## src/rtl/scl_pkg.sv

```systemverilog
`default_nettype none
// ----------------------------------------------------------------------------
// scl_pkg
// Shared widths, codes and types of the sector cache tag and LRU engine.
// ----------------------------------------------------------------------------
package scl_pkg;

	localparam int LINES  = 8;
	localparam int LINE_W = (LINES > 1) ? $clog2(LINES) : 1;
	localparam int ADDR_W = 32;
	localparam int AGE_W  = 32;
	localparam int IDX_W  = 3;

	localparam logic CMD_READ  = 1'b0;
	localparam logic CMD_WRITE = 1'b1;

	localparam logic ST_OK    = 1'b0;
	localparam logic ST_IOERR = 1'b1;

	typedef struct packed {
		logic [ADDR_W-1:0] tag;
		logic [AGE_W-1:0]  age;
	} entry_t;

	typedef struct packed {
		logic              re;
		logic [LINE_W-1:0] raddr;
		logic              we;
		logic [LINE_W-1:0] waddr;
		entry_t            wdata;
	} ram_req_t;

	typedef struct packed {
		logic              clear;
		logic              cmp;
		logic [LINE_W-1:0] idx;
	} scan_ctl_t;

	typedef struct packed {
		logic              hit;
		logic [LINE_W-1:0] hit_idx;
		logic [LINE_W-1:0] victim_idx;
	} scan_res_t;

	// Low field bits of a line number.
	function automatic logic [IDX_W-1:0] line_field(input logic [LINE_W-1:0] idx);
		logic [LINE_W+IDX_W-1:0] ext;
		ext = {{IDX_W{1'b0}}, idx};
		return ext[IDX_W-1:0];
	endfunction

endpackage
`default_nettype wire

```

## src/rtl/scl_req_if.sv

```systemverilog
`default_nettype none
// ----------------------------------------------------------------------------
// scl_req_if
// Request channel: command, sector address and device outcome.
// ----------------------------------------------------------------------------
interface scl_req_if import scl_pkg::*; ();
	logic              valid;
	logic              ready;
	logic              command;
	logic [ADDR_W-1:0] sector_address;
	logic              device_ok;

	modport source (output valid, output command, output sector_address,
		output device_ok, input ready);
	modport sink (input valid, input command, input sector_address,
		input device_ok, output ready);
endinterface
`default_nettype wire

```

## src/rtl/scl_rsp_if.sv

```systemverilog
`default_nettype none
// ----------------------------------------------------------------------------
// scl_rsp_if
// Result channel: status, lookup outcome and line actions.
// ----------------------------------------------------------------------------
interface scl_rsp_if import scl_pkg::*; ();
	logic             valid;
	logic             ready;
	logic             status;
	logic             hit;
	logic [IDX_W-1:0] line_index;
	logic             fill_line;
	logic             update_line;
	logic             device_access;

	modport source (output valid, output status, output hit, output line_index,
		output fill_line, output update_line, output device_access, input ready);
	modport sink (input valid, input status, input hit, input line_index,
		input fill_line, input update_line, input device_access, output ready);
endinterface
`default_nettype wire

```

## src/rtl/scl_tag_ram.sv

```systemverilog
`default_nettype none
// ----------------------------------------------------------------------------
// scl_tag_ram
// Tag and age store, one entry per line, registered read port.
// ----------------------------------------------------------------------------
module scl_tag_ram import scl_pkg::*; (
	input  wire logic     clk,
	input  wire ram_req_t req,
	output entry_t        rdata
);
	entry_t mem [LINES];
	entry_t rdata_q;

	always_ff @(posedge clk) begin
		if (req.we) begin
			mem[req.waddr] <= req.wdata;
		end
		if (req.re) begin
			rdata_q <= mem[req.raddr];
		end
	end

	assign rdata = rdata_q;
endmodule
`default_nettype wire

```

## src/rtl/scl_scan.sv

```systemverilog
`default_nettype none
// ----------------------------------------------------------------------------
// scl_scan
// Per-line tag match and oldest-line tracking over the entries read back.
// ----------------------------------------------------------------------------
module scl_scan import scl_pkg::*; (
	input  wire logic              clk,
	input  wire logic              arst_n,
	input  wire scan_ctl_t         ctl,
	input  wire entry_t            rdata,
	input  wire logic [ADDR_W-1:0] addr,
	input  wire logic [LINES-1:0]  valid,
	output scan_res_t              res
);
	logic              hit_q;
	logic              min_set_q;
	logic [LINE_W-1:0] hit_idx_q;
	logic [LINE_W-1:0] min_idx_q;
	logic [AGE_W-1:0]  min_age_q;
	logic              line_ok;
	logic              take_hit;
	logic              take_min;
	logic              any_inv;
	logic [LINE_W-1:0] inv_idx;

	assign line_ok  = ctl.cmp && valid[ctl.idx];
	assign take_hit = line_ok && !hit_q && (rdata.tag == addr);
	// strict compare keeps the lowest-numbered line among equal ages
	assign take_min = line_ok && (!min_set_q || (rdata.age < min_age_q));

	always_ff @(posedge clk or negedge arst_n) begin
		if (!arst_n) begin
			hit_q     <= 1'b0;
			min_set_q <= 1'b0;
		end else if (ctl.clear) begin
			hit_q     <= 1'b0;
			min_set_q <= 1'b0;
		end else begin
			if (take_hit) hit_q <= 1'b1;
			if (take_min) min_set_q <= 1'b1;
		end
	end

	always_ff @(posedge clk) begin
		if (take_hit) hit_idx_q <= ctl.idx;
		if (take_min) begin
			min_idx_q <= ctl.idx;
			min_age_q <= rdata.age;
		end
	end

	always_comb begin
		any_inv = 1'b0;
		inv_idx = '0;
		for (int i = LINES - 1; i >= 0; i--) begin
			if (!valid[i]) begin
				any_inv = 1'b1;
				inv_idx = LINE_W'(i);
			end
		end
	end

	assign res.hit        = hit_q;
	assign res.hit_idx    = hit_idx_q;
	assign res.victim_idx = any_inv ? inv_idx : min_idx_q;
endmodule
`default_nettype wire

```

## src/rtl/sector_cache_lru_tags.sv

```systemverilog
`default_nettype none
// ----------------------------------------------------------------------------
// sector_cache_lru_tags
// Tag and replacement engine of a fully associative write-through sector
// cache: lookup, oldest-line victim choice, fill and stamp.
// ----------------------------------------------------------------------------
//  channel | dir | handshake   | payload
//  req     | in  | valid/ready | command, sector_address, device_ok
//  rsp     | out | valid/ready | status, hit, line_index, fill_line,
//          |     |             | update_line, device_access
//
// A request goes through these steps in order: the accept, one tag memory
// read per line, a compare of the last entry, and a final step that decides
// and writes back; the result register is loaded in that final step. One
// request is in work at a time; the result register lets the next request
// enter while an earlier result waits. The final step holds
// while that register is still full and not being taken.
// Reset clears the valid bits and the use clock; the tag memory needs no
// clearing pass, since an invalid line is never matched nor aged.
// ----------------------------------------------------------------------------
module sector_cache_lru_tags import scl_pkg::*; (
	input  wire logic  clk,
	input  wire logic  arst_n,
	scl_req_if.sink    req,
	scl_rsp_if.source  rsp
);
	localparam logic [1:0] ST_IDLE = 2'd0;
	localparam logic [1:0] ST_SCAN = 2'd1;
	localparam logic [1:0] ST_LAST = 2'd2;
	localparam logic [1:0] ST_DONE = 2'd3;
	localparam logic [LINE_W-1:0] LAST_LINE = LINE_W'(LINES - 1);

	logic [1:0]        state_q;
	logic [LINE_W-1:0] rd_ptr_q;
	logic              cmd_q;
	logic [ADDR_W-1:0] addr_q;
	logic              ok_q;
	logic              cmp_vld_s1;
	logic [LINE_W-1:0] cmp_idx_s1;
	logic [LINES-1:0]  valid_q;
	logic [AGE_W-1:0]  use_clock_q;

	logic              rsp_vld_q;
	logic              status_q;
	logic              hit_q;
	logic [IDX_W-1:0]  line_index_q;
	logic              fill_q;
	logic              update_q;
	logic              access_q;

	ram_req_t          ram_req;
	entry_t            ram_rdata;
	scan_ctl_t         scan_ctl;
	scan_res_t         scan_res;

	logic              accept;
	logic              finish;
	logic              is_write;
	logic [LINE_W-1:0] line;
	logic              stamp;
	logic              fill;
	logic              update;
	logic              access;
	logic              status;
	logic [AGE_W-1:0]  next_clock;

	assign req.ready = (state_q == ST_IDLE);
	assign accept    = req.valid && req.ready;
	assign finish    = (state_q == ST_DONE) && (!rsp_vld_q || rsp.ready);

	// decide from the scan outcome
	always_comb begin
		is_write = (cmd_q == CMD_WRITE);
		fill     = 1'b0;
		update   = 1'b0;
		stamp    = 1'b0;
		access   = 1'b1;
		status   = ST_OK;
		line     = scan_res.hit ? scan_res.hit_idx : '0;
		if (!is_write) begin
			if (scan_res.hit) begin
				stamp  = 1'b1;
				access = 1'b0;
			end else begin
				line = scan_res.victim_idx;
				if (ok_q) begin
					fill  = 1'b1;
					stamp = 1'b1;
				end else begin
					status = ST_IOERR;
				end
			end
		end else begin
			if (!ok_q) begin
				status = ST_IOERR;
			end else if (scan_res.hit) begin
				update = 1'b1;
				stamp  = 1'b1;
			end
		end
	end

	assign next_clock = use_clock_q + AGE_W'(1);

	// writeback only in the final step, never while the scan reads
	assign ram_req.re        = (state_q == ST_SCAN);
	assign ram_req.raddr     = rd_ptr_q;
	assign ram_req.we        = finish && stamp;
	assign ram_req.waddr     = line;
	assign ram_req.wdata.tag = addr_q;
	assign ram_req.wdata.age = next_clock;

	assign scan_ctl.clear = accept;
	assign scan_ctl.cmp   = cmp_vld_s1;
	assign scan_ctl.idx   = cmp_idx_s1;

	scl_tag_ram u_ram (
		.clk   (clk),
		.req   (ram_req),
		.rdata (ram_rdata)
	);

	scl_scan u_scan (
		.clk    (clk),
		.arst_n (arst_n),
		.ctl    (scan_ctl),
		.rdata  (ram_rdata),
		.addr   (addr_q),
		.valid  (valid_q),
		.res    (scan_res)
	);

	always_ff @(posedge clk or negedge arst_n) begin
		if (!arst_n) begin
			state_q     <= ST_IDLE;
			rd_ptr_q    <= '0;
			cmp_vld_s1  <= 1'b0;
			valid_q     <= '0;
			use_clock_q <= '0;
			rsp_vld_q   <= 1'b0;
		end else begin
			cmp_vld_s1 <= (state_q == ST_SCAN);
			unique case (state_q)
				ST_IDLE: begin
					if (accept) begin
						rd_ptr_q <= '0;
						state_q  <= ST_SCAN;
					end
				end
				ST_SCAN: begin
					rd_ptr_q <= rd_ptr_q + LINE_W'(1);
					if (rd_ptr_q == LAST_LINE) state_q <= ST_LAST;
				end
				ST_LAST: begin
					state_q <= ST_DONE;
				end
				ST_DONE: begin
					if (finish) state_q <= ST_IDLE;
				end
				default: begin
					state_q <= ST_IDLE;
				end
			endcase
			if (finish && stamp) begin
				use_clock_q <= next_clock;
			end
			if (finish && fill) begin
				valid_q[line] <= 1'b1;
			end
			if (finish) begin
				rsp_vld_q <= 1'b1;
			end else if (rsp.ready) begin
				rsp_vld_q <= 1'b0;
			end
		end
	end

	always_ff @(posedge clk) begin
		cmp_idx_s1 <= rd_ptr_q;
		if (accept) begin
			cmd_q  <= req.command;
			addr_q <= req.sector_address;
			ok_q   <= req.device_ok;
		end
		if (finish) begin
			status_q     <= status;
			hit_q        <= scan_res.hit;
			line_index_q <= line_field(line);
			fill_q       <= fill;
			update_q     <= update;
			access_q     <= access;
		end
	end

	assign rsp.valid         = rsp_vld_q;
	assign rsp.status        = status_q;
	assign rsp.hit           = hit_q;
	assign rsp.line_index    = line_index_q;
	assign rsp.fill_line     = fill_q;
	assign rsp.update_line   = update_q;
	assign rsp.device_access = access_q;
endmodule
`default_nettype wire

```

## src/flat_wrapper.sv

```systemverilog
// flat-port wrapper written by rule: the top's interface ports become plain ports
module sector_cache_lru_tags_flat import scl_pkg::*;
  (clk, arst_n, req_valid, req_command, req_sector_address, req_device_ok, req_ready, rsp_valid, rsp_status, rsp_hit, rsp_line_index, rsp_fill_line, rsp_update_line, rsp_device_access, rsp_ready);
  scl_req_if req_i ();
  scl_rsp_if rsp_i ();
  input  wire logic clk;
  input  wire logic arst_n;
  input wire logic [$bits(req_i.valid)-1:0] req_valid;
  input wire logic [$bits(req_i.command)-1:0] req_command;
  input wire logic [$bits(req_i.sector_address)-1:0] req_sector_address;
  input wire logic [$bits(req_i.device_ok)-1:0] req_device_ok;
  output wire logic [$bits(req_i.ready)-1:0] req_ready;
  output wire logic [$bits(rsp_i.valid)-1:0] rsp_valid;
  output wire logic [$bits(rsp_i.status)-1:0] rsp_status;
  output wire logic [$bits(rsp_i.hit)-1:0] rsp_hit;
  output wire logic [$bits(rsp_i.line_index)-1:0] rsp_line_index;
  output wire logic [$bits(rsp_i.fill_line)-1:0] rsp_fill_line;
  output wire logic [$bits(rsp_i.update_line)-1:0] rsp_update_line;
  output wire logic [$bits(rsp_i.device_access)-1:0] rsp_device_access;
  input wire logic [$bits(rsp_i.ready)-1:0] rsp_ready;
  assign req_i.valid = req_valid;
  assign req_i.command = req_command;
  assign req_i.sector_address = req_sector_address;
  assign req_i.device_ok = req_device_ok;
  assign req_ready = req_i.ready;
  assign rsp_valid = rsp_i.valid;
  assign rsp_status = rsp_i.status;
  assign rsp_hit = rsp_i.hit;
  assign rsp_line_index = rsp_i.line_index;
  assign rsp_fill_line = rsp_i.fill_line;
  assign rsp_update_line = rsp_i.update_line;
  assign rsp_device_access = rsp_i.device_access;
  assign rsp_i.ready = rsp_ready;
  sector_cache_lru_tags u_core (.clk(clk), .arst_n(arst_n), .req(req_i), .rsp(rsp_i));
endmodule
```

## config.mk

```make
export PLATFORM = sky130hd
export DESIGN_NAME = sector_cache_lru_tags_flat
export DESIGN_NICKNAME = d
export VERILOG_FILES = /design/src/rtl/scl_pkg.sv /design/src/rtl/scl_req_if.sv /design/src/rtl/scl_rsp_if.sv /design/src/rtl/scl_tag_ram.sv /design/src/rtl/scl_scan.sv /design/src/rtl/sector_cache_lru_tags.sv /design/src/flat_wrapper.sv
export SDC_FILE = /design/constraint.sdc
export NUM_CORES = 1
export LEC_CHECK = 0
export BUFFER_PORTS_ARGS = -buffer_cell sky130_fd_sc_hd__buf_2
export CORE_MARGIN = 4
export CORE_UTILIZATION = 35
export CTS_CLUSTER_SIZE = 40
export DETAILED_ROUTE_END_ITERATION = 10
export SLEW_MARGIN = 20
export SYNTH_ARGS = -nofsm -noshare
export SYNTH_HDL_FRONTEND = slang
export SYNTH_SLANG_ARGS = --single-unit
```

## constraint.sdc

```tcl
create_clock -name clk -period 15.4 [get_ports clk]
set_input_delay 2.31 -clock clk [delete_from_list [all_inputs] [get_ports clk]]
set_output_delay 2.31 -clock clk [all_outputs]
set_load 0.01 [all_outputs]
```

==> summary.json <==
{
  "sta": {
    "period_share_pct": 32.38,
    "post-route-min-period_ns": 4.987,
    "timing_hold_violations_final": 0,
    "setup_viol_count_final": 0,
    "clock-skew-final_ns": 0.02175,
    "setup-tns-final_ns": 0,
    "max_freq_mhz": 200.5,
    "hold-worst-slack_ns": 0.4552,
    "rsz_0062_raised_after_global_routing": "false",
    "total_count_of_max_transition_violations_in_the_final_report": 0,
    "timing.max_slew.rel_slack_pct": 36.14,
    "timing_worst_slew_pin_value_ns": 0.9579
  },
  "cts": {
    "cts_root_buf": "sky130_fd_sc_hd__clkbuf_16",
    "cts_post_setup_buffers_inserted": 0,
    "post_cts.resized_instances": 0,
    "clk_pin_slew_ns": 0.06,
    "htree_levels": 3,
    "worstSkewPairLatency_ns": 0.61,
    "cts_hold_buf": 0,
    "cts_made_buffers": 70,
    "clock_sinks": 708,
    "clock_tree.buffer_depth": 3,
    "tritoncts": "built"
  },
  "routing": {
    "detailedRoute.firstPassIterationCount": 5,
    "detail_route.wl_per_cell_um": 21.60,
    "via_count": 12620,
    "ant_nets": 0,
    "drt_first_iter_violations": 877,
    "remaining_drc_errors": 0,
    "vias_per_cell": 4.989,
    "total_wirelength_um": 54630
  },
  "setup_path": {
    "ff2ff_setup_slack_ns": 11.57,
    "regToRegStartpoint": "u_core.u_scan.hit_q",
    "worstReg2RegEnd": "u_core.u_ram.mem[0][63]",
    "worst-setup-path-type": "in -> reg",
    "critPathCaptureType": "flip-flop",
    "worst_path_arrival_time_ns": 5.21,
    "worst_setup_path_start_kind": "input port",
    "crit_fanout": 33,
    "r2r.worst_path.cells": 7,
    "required_ns": 15.62
  },
  "synthesis": {
    "synthArstFlopShare_pct": 6.921,
    "synthDominantCellAreaShare_pct": 71.35,
    "edff_count_synth": 656,
    "library_cell_with_the_largest_summed_area_after_synthesis": "sky130_fd_sc_hd__edfxtp_1",
    "synth.ff_latch_count": 708,
    "synth-seq-area-share_pct": 76.01,
    "post_synth_design_cell_area_um2": 27610,
    "syn-instance-count": 1341,
    "postSynthNetCount": 1417,
    "synthTopCellsByArea": "sky130_fd_sc_hd__edfxtp_1 71%, sky130_fd_sc_hd__mux4_2 11%, sky130_fd_sc_hd__dfrtp_1 4.4%",
    "yosys.cell_types.count": 55,
    "synth.yosys.warnings": 0,
    "post_synth.cell_area_avg_um2": 20.59,
    "synth_flop_cell": "sky130_fd_sc_hd__edfxtp_1"
  },
  "placement": {
    "gp_congestion": 0.7277,
    "buffer_ports.inserted": 47,
    "dpl.hpwl_um": 31130
  },
  "floorplan": {
    "floorplan.initialDensity_pct": 35.46,
    "floorplan.die.height_um": 288.9,
    "io_pins": 48,
    "dieArea_um2": 83440,
    "core_area_um2": 77850,
    "placementRows": 102,
    "chipWidth_um": 288.9
  },
  "grt": {
    "global_route.overflow_total": 0,
    "grt_antenna_before_repair": 4,
    "grt_usage_pct": 13.25,
    "via_count_of_the_first_global_routing_pass": 13450,
    "grt_start_max_net_pins": 114,
    "first_pass_grt_wire_length_um": 83400
  },
  "status": {
    "status": "complete, no violations"
  },
  "final_layout": {
    "area_delta_synth_final_pct": 13.90,
    "layout_commonest_cell": "sky130_fd_sc_hd__edfxtp_1",
    "finish.net_count": 1513,
    "mostFrequentLayoutCells": "656 x sky130_fd_sc_hd__edfxtp_1, 130 x sky130_fd_sc_hd__mux4_2, 73 x sky130_fd_sc_hd__clkbuf_16",
    "insertedDiodeCount": 0,
    "drive_gt1_share_pct": 26.66,
    "n_fill_cell": 6922
  },
  "run": {
    "maxCapViolCount": 0
  },
  "power": {
    "power_leakage_nw": 10.58,
    "power.density_nw_per_um2": 164.4,
    "vdd_drop_max_v": 0.0001792
  },
  "min_path": {
    "cell_count_of_the_worst_hold_path": 0,
    "hold_path.startpoint": "u_core.u_ram.rdata[5]",
    "hold_path_class": "reg -> reg",
    "min_delay_worst_endpoint": "u_core.u_scan.min_age_q[5]"
  }
}
flip-flops by register name (all words and copies together), names as in the netlist, 3 cells and up:
name	flops
u_core.addr_q	32
u_core.cmp_idx_s1	3
u_core.rd_ptr_q	3
u_core.rsp.line_index	3
u_core.u_ram.mem	512
u_core.u_ram.rdata	64
u_core.u_scan.hit_idx_q	3
u_core.u_scan.min_age_q	32
u_core.u_scan.min_idx_q	3
u_core.use_clock_q	32
u_core.valid_q	8
per-stage QoR:
step | setup slack [ns] | area [um2] | util (%) | power [W] | instances
global placement | 9.810 | 29190 | 37.49 | 0.003561 | 2403
floorplan | 6.672 | 27610 | - | 0.003251 | 1341
detailed placement | 9.755 | 29220 | 37.53 | 0.003583 | 2404
CTS | 10.38 | 31420 | 40.36 | 0.005239 | 2528
global route | 10.19 | 31450 | 40.39 | 0.005424 | 2529
finish | 10.41 | 31450 | 40.39 | 0.005171 | 2529
cells in the mapped netlist (all sizes together) (3+ instances only):
master and number:
nor3 19, nand3 20, buf 27, a31o 4
nor4 10, a211oi 5, a21oi 15, nand2b 5
dfxtp 3, xnor2 37, mux2 66, ha 38
edfxtp 656, a21o 5, o21ai 11, nand2 39
inv 42, nor2 25, xor2 57, and3 8
mux4 130, nand4 16, clkbuf 18, dfrtp 49
and4 4, and2 9
metal layers:
metal	part of all wire, %	up-vias	global-route usage, %
li1	-	5577	-
met2	47	281	20.73
met5	0	-	0
met1	47	6681	19.13
met4	2.2	0	3.688
met3	4.5	78	2.510
cells by family after synthesis:
family / after synthesis / share of synthesized area (%)
AO/OA/AOI/OAI: 54 / 1.328
flip-flops: 708 / 76.01
buffers and inverters: 87 / 1.283
adder cells (fa/ha/maj): 39 / 1.758
AND/OR/NAND/NOR: 163 / 3.344
XOR/XNOR: 94 / 2.982
multiplexers: 196 / 13.30
worst max path at each step:
stage | from | end | slack (ns) | depth (start not counted)
5_1_grt | rsp_ready | u_core.u_ram.mem[5][28] | 10.19 | 9
3_5_place_dp | rsp_ready | u_core.u_ram.mem[5][28] | 9.76 | 9
4_1_cts | rsp_ready | u_core.u_ram.mem[5][59] | 10.38 | 9
2_1_floorplan | rsp_ready | u_core.u_ram.mem[7][0] | 6.67 | 6
6_report | rsp_ready | u_core.u_ram.mem[5][59] | 10.41 | 9
3_3_place_gp | rsp_ready | u_core.u_ram.mem[5][21] | 9.81 | 9
layout make-up:
class | instances | area [um2] | area share (%)
sequential | 708 | 21000 | 66.77
multi-input combinational | 546 | 6337 | 20.15
clock buffer | 93 | 1932 | 6.143
tap | 1040 | 1301 | 4.138
timing repair buffer | 69 | 452.9 | 1.440
clock inverter | 31 | 269.0 | 0.8554
inverter | 42 | 157.7 | 0.5013
critical path: stages:
cell and delay [ns]:
sky130_fd_sc_hd__buf_2 0.08, sky130_fd_sc_hd__nand2b_1 0.14, sky130_fd_sc_hd__and2_0 0.14, sky130_fd_sc_hd__buf_4 0.24, sky130_fd_sc_hd__and2_1 0.63, sky130_fd_sc_hd__nand2_1 0.30, sky130_fd_sc_hd__nor3b_2 0.21, sky130_fd_sc_hd__buf_4 0.52
sky130_fd_sc_hd__buf_4 0.59
where the power goes:
part	leakage (nW)	switching, W	internal [W]	total, W
Sequential	6.78	0.000144	0.00239	0.00253
Clock	1.08	0.000696	0.000952	0.00165
Combinational	2.72	0.000524	0.000467	0.000991
No activity file was read; power rests on OpenSTA's default activity.
